<file path="config.mk">
export PLATFORM = sky130hd
export DESIGN_NAME = sfa_serial_muldiv
export DESIGN_NICKNAME = d
export VERILOG_FILES = /design/src/rtl/sfa_pkg.sv /design/src/rtl/sfa_serial_muldiv.sv
export SDC_FILE = /design/constraint.sdc
export NUM_CORES = 1
export LEC_CHECK = 0
export ABC_AREA = 0
export BUFFER_PORTS_ARGS = -buffer_cell sky130_fd_sc_hd__buf_2
export CELL_PAD_IN_SITES_DETAIL_PLACEMENT = 1
export CELL_PAD_IN_SITES_GLOBAL_PLACEMENT = 1
export CORE_ASPECT_RATIO = 1.2
export CORE_MARGIN = 3
export CORE_UTILIZATION = 25
export CTS_CLUSTER_SIZE = 28
export DETAILED_ROUTE_END_ITERATION = 8
export PLACE_DENSITY_LB_ADDON = 0.1
export SYNTH_ARGS = -nofsm -noshare
export SYNTH_HDL_FRONTEND = slang
export SYNTH_SLANG_ARGS = --single-unit
</file>
<file path="constraint.sdc">
create_clock -name clock -period 14.7 [get_ports clock]
set_input_delay 2.94 -clock clock [delete_from_list [all_inputs] [get_ports clock]]
set_output_delay 2.94 -clock clock [all_outputs]
set_load 0.02 [all_outputs]
</file>
<file path="src/rtl/sfa_pkg.sv">
// ----------------------------------------------------------------------------
// sfa_pkg
// Types and constants shared by the saturating fact alu and its units.
// ----------------------------------------------------------------------------
`default_nettype none

package sfa_pkg;

   typedef enum logic [3:0] {
      OP_ADD   = 4'd0,
      OP_SUB   = 4'd1,
      OP_MUL   = 4'd2,
      OP_DIV   = 4'd3,
      OP_MOD   = 4'd4,
      OP_ABS   = 4'd5,
      OP_NEG   = 4'd6,
      OP_MIN   = 4'd7,
      OP_MAX   = 4'd8,
      OP_CLAMP = 4'd9,
      OP_SHR   = 4'd10,
      OP_SHL   = 4'd11,
      OP_SCALE = 4'd12,
      OP_ASSGN = 4'd13,
      OP_ACCUM = 4'd14,
      OP_NONE  = 4'd15
   } op_type;

   localparam logic signed [31:0] S32_MAX = 32'sh7fff_ffff;
   localparam logic signed [31:0] S32_MIN = 32'sh8000_0000;

   typedef struct packed {
      logic [3:0]         kind;
      logic [7:0]         target_index;
      logic               left_from_literal;
      logic [7:0]         left_index;
      logic signed [31:0] left_const;
      logic               right_from_literal;
      logic [7:0]         right_index;
      logic signed [31:0] right_const;
      logic signed [31:0] scale_value;
   } req_type;

   typedef struct packed {
      logic               written;
      logic [7:0]         result_index;
      logic signed [31:0] result_value;
      logic [31:0]        ops_done;
   } rsp_type;

   // saturate a 66-bit signed value into 32 bits
   function automatic logic signed [31:0] sat32(input logic signed [65:0] v);
      logic signed [31:0] r;
      if (v > 66'(S32_MAX)) r = S32_MAX;
      else if (v < 66'(S32_MIN)) r = S32_MIN;
      else r = v[31:0];
      return r;
   endfunction

endpackage

`default_nettype wire

</file>
<file path="src/rtl/sfa_serial_muldiv.sv">
// ----------------------------------------------------------------------------
// sfa_serial_muldiv
// Bit-serial signed multiply (32x32->64) then restoring divide (64/32),
// one bit per cycle. Quotient truncates toward zero, remainder follows the
// dividend. Divide by zero is left to the caller.
// ----------------------------------------------------------------------------
`default_nettype none

module sfa_serial_muldiv
   import sfa_pkg::*;
(
   input  wire logic               clock,
   input  wire logic               reset,
   input  wire logic               start,
   input  wire logic               do_mul,
   input  wire logic               do_div,
   input  wire logic signed [31:0] mul_a,
   input  wire logic signed [31:0] mul_b,
   input  wire logic signed [63:0] div_num,
   input  wire logic signed [31:0] div_den,
   output logic                    done,
   output logic signed [63:0]      product,
   output logic signed [63:0]      quotient,
   output logic signed [31:0]      remainder
);

   typedef enum logic [1:0] {S_IDLE, S_MUL, S_DIV, S_FIN} state_type;

   state_type          state_ff;
   logic [5:0]         cnt_ff;
   logic [63:0]        acc_ff;      // product accumulator / quotient shifter
   logic [31:0]        mcand_ff;    // multiplicand magnitude
   logic [31:0]        mplier_ff;   // multiplier bits, shifted out lsb first
   logic [31:0]        rem_ff;      // partial remainder
   logic [31:0]        den_ff;
   logic               pneg_ff, qneg_ff, rneg_ff, div_ff;
   logic               done_ff;

   logic [31:0] ua, ub, ud;
   logic [63:0] un;
   logic [64:0] psum;
   logic [63:0] pnext;
   logic [32:0] rtry;
   logic [32:0] rsub;

   assign ua = mul_a[31] ? 32'(-mul_a) : mul_a;
   assign ub = mul_b[31] ? 32'(-mul_b) : mul_b;
   assign ud = div_den[31] ? 32'(-div_den) : div_den;
   assign un = div_num[63] ? 64'(-div_num) : div_num;

   // one add of the shifted multiplicand into the upper half
   assign psum  = {1'b0, mplier_ff[0] ? mcand_ff : 32'd0} + {1'b0, acc_ff[63:32]};
   assign pnext = {psum[32:0], acc_ff[31:1]};
   // one restoring step
   assign rtry = {rem_ff, acc_ff[63]};
   assign rsub = rtry - {1'b0, den_ff};

   always_ff @(posedge clock) begin
      if (reset) begin
         state_ff <= S_IDLE;
         done_ff  <= 1'b0;
      end else begin
         done_ff <= 1'b0;
         unique case (state_ff)
            S_IDLE: begin
               if (start) begin
                  cnt_ff    <= '0;
                  mcand_ff  <= ua;
                  mplier_ff <= ub;
                  acc_ff    <= do_mul ? 64'd0 : un;
                  rem_ff    <= '0;
                  den_ff    <= ud;
                  pneg_ff   <= mul_a[31] ^ mul_b[31];
                  qneg_ff   <= div_num[63] ^ div_den[31];
                  rneg_ff   <= div_num[63];
                  div_ff    <= do_div;
                  state_ff  <= do_mul ? S_MUL : (do_div ? S_DIV : S_FIN);
               end
            end
            S_MUL: begin
               acc_ff    <= pnext;
               mplier_ff <= mplier_ff >> 1;
               if (cnt_ff == 6'd31) begin
                  cnt_ff   <= '0;
                  // signed product out, its magnitude stays as the dividend
                  product  <= pneg_ff ? -$signed(pnext) : $signed(pnext);
                  qneg_ff  <= pneg_ff ^ div_den[31];
                  rneg_ff  <= pneg_ff;
                  state_ff <= div_ff ? S_DIV : S_FIN;
               end else begin
                  cnt_ff <= cnt_ff + 6'd1;
               end
            end
            S_DIV: begin
               if (!rsub[32]) begin
                  rem_ff <= rsub[31:0];
                  acc_ff <= {acc_ff[62:0], 1'b1};
               end else begin
                  rem_ff <= rtry[31:0];
                  acc_ff <= {acc_ff[62:0], 1'b0};
               end
               cnt_ff <= cnt_ff + 6'd1;
               if (cnt_ff == 6'd63) state_ff <= S_FIN;
            end
            S_FIN: begin
               quotient  <= qneg_ff ? -$signed(acc_ff) : $signed(acc_ff);
               remainder <= rneg_ff ? 32'(-rem_ff) : rem_ff;
               done_ff   <= 1'b1;
               state_ff  <= S_IDLE;
            end
            default: state_ff <= S_IDLE;
         endcase
      end
   end

   assign done = done_ff;

   // a finished operation returns to idle
   a_done_idle: assert property (@(posedge clock) disable iff (reset)
      done_ff |-> state_ff == S_IDLE) else $error("muldiv done out of idle");
   a_div_count: assert property (@(posedge clock) disable iff (reset)
      state_ff == S_DIV && cnt_ff == 6'd63 |=> state_ff == S_FIN)
      else $error("divide did not finish");
   a_start_idle: assert property (@(posedge clock) disable iff (reset)
      state_ff != S_IDLE |=> !done_ff || state_ff == S_IDLE)
      else $error("muldiv state slip");

endmodule

`default_nettype wire

</file>
==> results of run 1 <==
flip-flops by register name, indices dropped and copies added (netlist names), 2 cells and up:
name,cells
product,64
den_ff,32
quotient,64
mcand_ff,32
acc_ff,64
rem_ff,32
cnt_ff,6
mplier_ff,32
remainder,32
state_ff,2
cells in the mapped netlist (all sizes together), types with 29 or more instances:
master,n,share of area
a22oi,60,0.019
o31ai,82,0.027
a21o,33,0.011
xor2,115,0.043
xnor2,240,0.090
nor2,105,0.017
o22ai,61,0.016
or3,64,0.018
nor3,31,0.0067
o41ai,34,0.015
clkbuf,99,0.016
edfxtp,362,0.47
o21ai,178,0.038
ha,76,0.041
a21oi,78,0.017
mux2i,29,0.012
nand2,190,0.031
or4,49,0.016
and2,40,0.011
inv,72,0.012
nand3,30,0.0067
cells by family after synthesis:
group	after synthesis	synth area share
and+or+nand+nor	630	0.141
muxes	31	0.0134
adders and majority gates	78	0.0425
buffers and inverters	182	0.0300
xor gates and xnor gates	355	0.133
DFF	365	0.469
AOI/OAI and AO/OA	606	0.171
tightest hold or removal path: cells and delay by family (launching register included):
family	cells	cell delay, ns
and+or+nand+nor	1	0.04
AOI/OAI and AO/OA	1	0.06
DFF	1	0.32
stage by stage:
stage               setup WS [ns]  area [µm²]
floorplan                    4.82       23300
CTS                          8.73       27800
global route                 8.36       27800
global placement             8.15       26300
detailed placement           8.08       26300
finish                       8.66       27800
routing by layer:
layer	vias up	share of wire	GRT usage
li1	8995	-	-
met1	9206	0.41	0.208
met5	-	0.00045	0
met4	6	0.031	0.0545
met3	114	0.057	0.0322
met2	417	0.50	0.297
where the power goes:
group          switching [µW]  internal, µW  total, µW  leakage, µW
Clock                     472           700       1170     0.000720
Combinational            1120           662       1780      0.00570
Sequential                190          1440       1630      0.00337
layout make-up:
class	count	area, µm²	area share
inverter	73	274	0.00986
clock inverter	26	335	0.0121
tap	1240	1550	0.0558
timing repair buffer	345	1780	0.0639
multi-input combinational	1700	11700	0.422
clock buffer	53	1160	0.0416
antenna	12	30.0	0.00108
sequential	365	10900	0.393
worst min-delay path by stage:
stage                                         end  slack [ns]  cells after the start
after floorplan             quotient[0]$_DFFE_PP_        0.49                      0
after global placement    mplier_ff[15]$_DFFE_PP_        0.51                      2
after detailed placement  mplier_ff[14]$_DFFE_PP_        0.52                      2
after CTS                 mplier_ff[14]$_DFFE_PP_        0.54                      2
after global routing       mplier_ff[0]$_DFFE_PP_        0.56                      2
final                      mplier_ff[4]$_DFFE_PP_        0.53                      2
==> impl_metrics.ini, run 1 <==
[min_path]
hold_path_class = reg2reg
hold_start = mplier_ff[5]$_DFFE_PP_

[yosys]
synth_edf_count = 362
synthFlopType = edfxtp_1
synth.avg_cell_area_um2 = 10.4
yosys_register_bits = 365
yosysWarnings = 0
netlist_instances = 2247
ys_types = 79
synth_fp_nets = 2490
yosysSeqAreaShare = 0.469
syn_area_um2 = 23300
synthArstFlopShare = 0

[clock_tree]
cts_setup_buffers = 0
cts_buffers = 45
cts.sinks = 365
clk_pin_slew_ns = 0.06
cts_resized = 0
cts_buffer_depth = 3
root_buffer = clkbuf_16
clock_latency_ns = 0.60
cts-hold-fix-buffers = 0
cts_tree = done
h-tree-depth = 2

[sta]
max_freq_mhz = 166
fin_skew_ns = 0.0245
max_slew.worst_pin.slew_ns = 1.08
slew_violations = 0
post-route-period-util = 0.411
rsz0062_at_grt = false
holdWs_ns = 0.528
hold_viol = 0
period_needed_ns = 6.04
setup-violations-final = 0
tns_ns = 0
slew_headroom = 0.277

[global_routing]
overflow = 0
grt_pass1_vias = 19800
antenna_found_initial = 20
grt_pass1_wl_um = 126000
grt_max_degree = 71
grt_usage = 0.169

[drt]
drtIter0Drc = 970
vias = 18700
ant_nets = 0
drcViolationCount = 0
post_drt_via_cell_ratio = 4.91
drtPass1Iterations = 5
routed_wl_um = 84000
wl_per_cell_um = 22.0

[run_status]
status = completed

[setup_path]
timing.rr.start = mplier_ff[0]$_DFFE_PP_
path_common_cell = or3_1
cp_max_fo = 6
start_kind = input pin
crit_chain = buf_2 -> or4_1 -> or3_1 -> nor3_1 -> nand3_1 -> nor2_1 -> nand4_1 -> o41ai_1 -> xor2_1 -> or3_1 -> o21ai_0
crit_start = div_num[14]
cp_slowest_stage_delay_ns = 0.57
r2r_cells = 14
worstSetupPathType = in2reg
r2r_setup_slack_ns = 9.00
worstSetupEndpoint = acc_ff[57]$_DFFE_PP_
cp.depth = 11
endpoint_kind = flip-flop
critical_path_buf_inv_count = 1
cp.required_ns = 15.13
cp_slowest_cell = or4_1
cp_top_family = simple AND/OR/NAND/NOR gates
reg2reg_to = product[60]$_DFFE_PP_
cp.arrival_ns = 6.47

[place]
port_buffers = 325
place_inst = 3723
dpl.hpwl_um = 64100
gp_congestion = 0.846

[cells_and_area]
fin_cells = 3814
final_util = 0.301
area_growth_pct = 19.3
final_nets = 2773
fillers = 10500
mostFrequentLayoutCells = edfxtp_1 (362), buf_2 (325), xnor2_1 (240), nand2_1 (190), o21ai_0 (175)
drive_gt1_frac = 0.175
mostFrequentLayoutCell = edfxtp_1

[power_and_ir_drop]
power_density_nw_per_um2 = 165
peakVddDrop_mv = 0.0902
p_leak_uw = 0.00979
p_total_uw = 4580

[floorplan]
fp.dieH_um = 340
start_util = 0.252
fp.coreArea_um2 = 92400
die_w_um = 285
fp-row-count = 122
dieArea_um2 = 96900
ioPinCount = 326

[job]
drv_cap = 0
Note: power is estimated with default switching activity, not from simulation.
==> run 2: changes to the inputs <==
--- a/config.mk
+++ b/config.mk
@@ -5,7 +5,7 @@
 export SDC_FILE = /design/constraint.sdc
 export NUM_CORES = 1
 export LEC_CHECK = 0
-export ABC_AREA = 0
+export ABC_AREA = 1
 export BUFFER_PORTS_ARGS = -buffer_cell sky130_fd_sc_hd__buf_2
 export CELL_PAD_IN_SITES_DETAIL_PLACEMENT = 1
 export CELL_PAD_IN_SITES_GLOBAL_PLACEMENT = 1
==> constraint.sdc (replaced) <==
create_clock -name clock -period 5.75 [get_ports clock]
set_input_delay 1.15 -clock clock [delete_from_list [all_inputs] [get_ports clock]]
set_output_delay 1.15 -clock clock [all_outputs]
set_load 0.02 [all_outputs]
==> run 2 against run 1 <==
Count of clock-buffer cells in the layout rose by 2. Clock power grew to 2.6 times the previous value. Critical path depth is 11 higher. Power rose to 3.1 times the previous value. Hold slack worse by 0.0033 ns. Worst setup slack got worse by 7.1 ns. Largest cell class unchanged. Largest power group unchanged. First-iteration DRC count rose by 16%. Clock skew fell by 0.0010 ns. Register-to-register slack got worse by 7.4 ns. Synthesized cell count is 56% higher. Combinational power rose to 3.8 times the previous value.
==> impl_metrics.ini, run 2 <==
[yosys]
synth_fp_nets = 3739
yosys-top-cells-count = nand2_1 (802), inv_1 (515), nor2_1 (430), edfxtp_1 (362), xor2_1 (221)
yosys_register_bits = 365
synth.avg_cell_area_um2 = 7.61
netlist_instances = 3496
synth.most_common_cell = nand2_1
synth_area_leaders = edfxtp_1 (41%), nand2_1 (11%), xor2_1 (7.3%), inv_1 (7.3%), nor2_1 (6.1%)
yosysSeqAreaShare = 0.411
ys_types = 53
yosysTopAreaCell = edfxtp_1
syn_area_um2 = 26600
synth_edf_count = 362
synthFlopType = edfxtp_1
yosysWarnings = 0
synth_top_area_frac = 0.408
synthArstFlopShare = 0

[place]
port_buffers = 325
placed_area_um2 = 29900
dpl.hpwl_um = 94200
pre_cts_ws_ns = 1.49
gp_congestion = 0.878

[global_routing]
grt_usage = 0.202
grt_max_degree = 97
grt_pass1_wl_um = 168000
overflow = 0
grt_pass1_vias = 25600
antenna_found_initial = 18

[cells_and_area]
area_growth_pct = 18.1
mostFrequentLayoutCell = nand2_1
top_regs = acc_ff: 64 flops, product: 64 flops, quotient: 64 flops
final_util = 0.299
final_nets = 4053
final_cell_area_um2 = 31400
drive_gt1_frac = 0.142
mostFrequentLayoutCells = nand2_1 (802), inv_1 (514), nor2_1 (428), edfxtp_1 (362), buf_2 (325)
fillers = 12900

[clock_tree]
cts_buffers = 46
clock_latency_ns = 0.62
cts-hold-fix-buffers = 0
clk_pin_slew_ns = 0.07
cts.sinks = 365
cts_setup_buffers = 0
cts_resized = 0
cts_tree = done
h-tree-depth = 2
root_buffer = clkbuf_16
cts_buffer_depth = 3

[min_path]
hold_start = mplier_ff[30]$_DFFE_PP_
whs_path_depth = 2
hold_path_class = reg2reg
holdPathEnd = mplier_ff[29]$_DFFE_PP_

[setup_path]
r2r_setup_slack_ns = 1.60
path_common_cell = nand2_1
worstSetupPathType = reg2reg
reg2reg_to = product[50]$_DFFE_PP_
cp_slowest_stage_delay_ns = 1.15
r2r_cells = 22
cp.arrival_ns = 4.52
cp_slowest_cell = edfxtp_1
cp_max_fo = 32
cp.required_ns = 6.12
endpoint_kind = flip-flop
timing.rr.start = mplier_ff[0]$_DFFE_PP_
crit_chain = nand2_1 -> inv_1 -> ha_1 -> inv_1 -> fa_1 -> inv_1 -> nand2_1 -> nand2_1 -> nand2_1 -> inv_1 -> nand2_1 -> nand2_2 -> nand2_1 -> nor2_1 -> nand2_1 -> nor2_1 -> nand3_1 -> nand2_1 -> nand2_2 -> a21oi_2 -> xor2_1 -> inv_1
start_kind = flip-flop

[floorplan]
fp.dieH_um = 363
fp.coreArea_um2 = 105000
die_w_um = 304
dieArea_um2 = 110000
ioPinCount = 326
fp-row-count = 130
start_util = 0.253

[sta]
setup-violations-final = 0
layout_setup_ws_ns = 1.60
tns_ns = 0
hold_viol = 0
rsz0062_at_grt = false
max_freq_mhz = 241
slew_violations = 0
slew_headroom = 0.188
post-route-period-util = 0.721
period_needed_ns = 4.15
holdWs_ns = 0.525
fin_skew_ns = 0.0234
max_slew.worst_pin.slew_ns = 1.22

[drt]
post_drt_via_cell_ratio = 4.66
ant_nets = 0
wl_per_cell_um = 21.9
drcViolationCount = 0
vias = 24400
routed_wl_um = 115000
drtPass1Iterations = 5
drtIter0Drc = 1128

[run_status]
status = completed

[job]
drv_cap = 0

[power_and_ir_drop]
peakVddDrop_mv = 0.240
p_leak_uw = 0.0137
power_density_nw_per_um2 = 454
## run 2: cell count changes in the layout (fill, tap and decap cells not counted), sizes merged, moves of 71 or more
| cell | before | now |
|---|---|---|
| inv | 74 | 529 |
| nand2 | 190 | 845 |
| nand3 | 30 | 169 |
| nor2 | 105 | 462 |
| o31ai | 82 | 11 |
| xnor2 | 240 | 42 |
| xor2 | 115 | 221 |
## run 2: power breakdown
group          internal (µW)  switching [µW]  leakage (µW)
Combinational           1950            4860       0.00958
Clock                   1730            1270      0.000719
Sequential              3860             604       0.00337
Total                   7530            6740        0.0137
## run 2: worst max-delay path, delay by kind of cell (launching register included)
kind | cells | cell delay, ns
adders and majority gates | 2 | 0.57
and+or+nand+nor | 13 | 1.41
buffers and inverters | 5 | 0.44
AOI/OAI and AO/OA | 1 | 0.14
xor gates and xnor gates | 1 | 0.16
DFF | 1 | 1.15
## run 2: logic make-up (layout without fill, tap and decap cells)
| kind of cell | after synthesis | in the layout | share of synthesized area |
|---|---|---|---|
| AO/OA/AOI/OAI | 502 | 502 | 0.106 |
| AND/OR/NAND/NOR | 1670 | 1670 | 0.272 |
| other | 0 | 6 | 0 |
| XOR/XNOR | 263 | 263 | 0.0865 |
| flip-flops | 365 | 365 | 0.411 |
| buffers and inverters | 618 | 970 | 0.0879 |
| adder cells (fa/ha/maj) | 78 | 78 | 0.0372 |
## run 2: per-layer routing
layer,GRT usage,vias up,share of wire
li1,-,12200,-
met5,0,-,0.0012
met3,0.0339,138,0.042
met1,0.260,11700,0.45
met4,0.0568,22,0.028
met2,0.350,430,0.48
## run 2: per-stage QoR
step | total power, µW | std cells
4_1_cts | 14500 | 5234
5_1_grt | 15400 | 5235
6_report | 14300 | 5240
2_1_floorplan | 8770 | 3496
3_3_place_gp | 11400 | 5148
3_5_place_dp | 11400 | 5148
## run 2: worst max-delay path by stage
| stage | from | cells past startpoint | slack (ns) | end |
|---|---|---|---|---|
| final | mplier_ff[0]$_DFFE_PP_ | 22 | 1.60 | product[50]$_DFFE_PP_ |
| after global routing | mplier_ff[0]$_DFFE_PP_ | 23 | 1.13 | product[56]$_DFFE_PP_ |
| after CTS | mplier_ff[0]$_DFFE_PP_ | 21 | 1.45 | product[58]$_DFFE_PP_ |
| after detailed placement | mplier_ff[0]$_DFFE_PP_ | 19 | 1.49 | product[58]$_DFFE_PP_ |
| after global placement | mplier_ff[0]$_DFFE_PP_ | 19 | 1.44 | product[58]$_DFFE_PP_ |
| after floorplan | reset | 1 | 0.07 | quotient[0]$_DFFE_PP_ |
## run 2: area by class of cell
| class | instances | area, µm² | share of cell area |
|---|---|---|---|
| Antenna cell | 6 | 15.0 | 0.000478 |
| Sequential cell | 365 | 10900 | 0.348 |
| Clock buffer | 55 | 1210 | 0.0384 |
| Inverter | 536 | 2010 | 0.0640 |
| Tap cell | 1386 | 1730 | 0.0552 |
| Multi-Input combinational cell | 2513 | 13400 | 0.427 |
| Clock inverter | 31 | 303 | 0.00963 |
| Timing Repair Buffer | 348 | 1810 | 0.0576 |
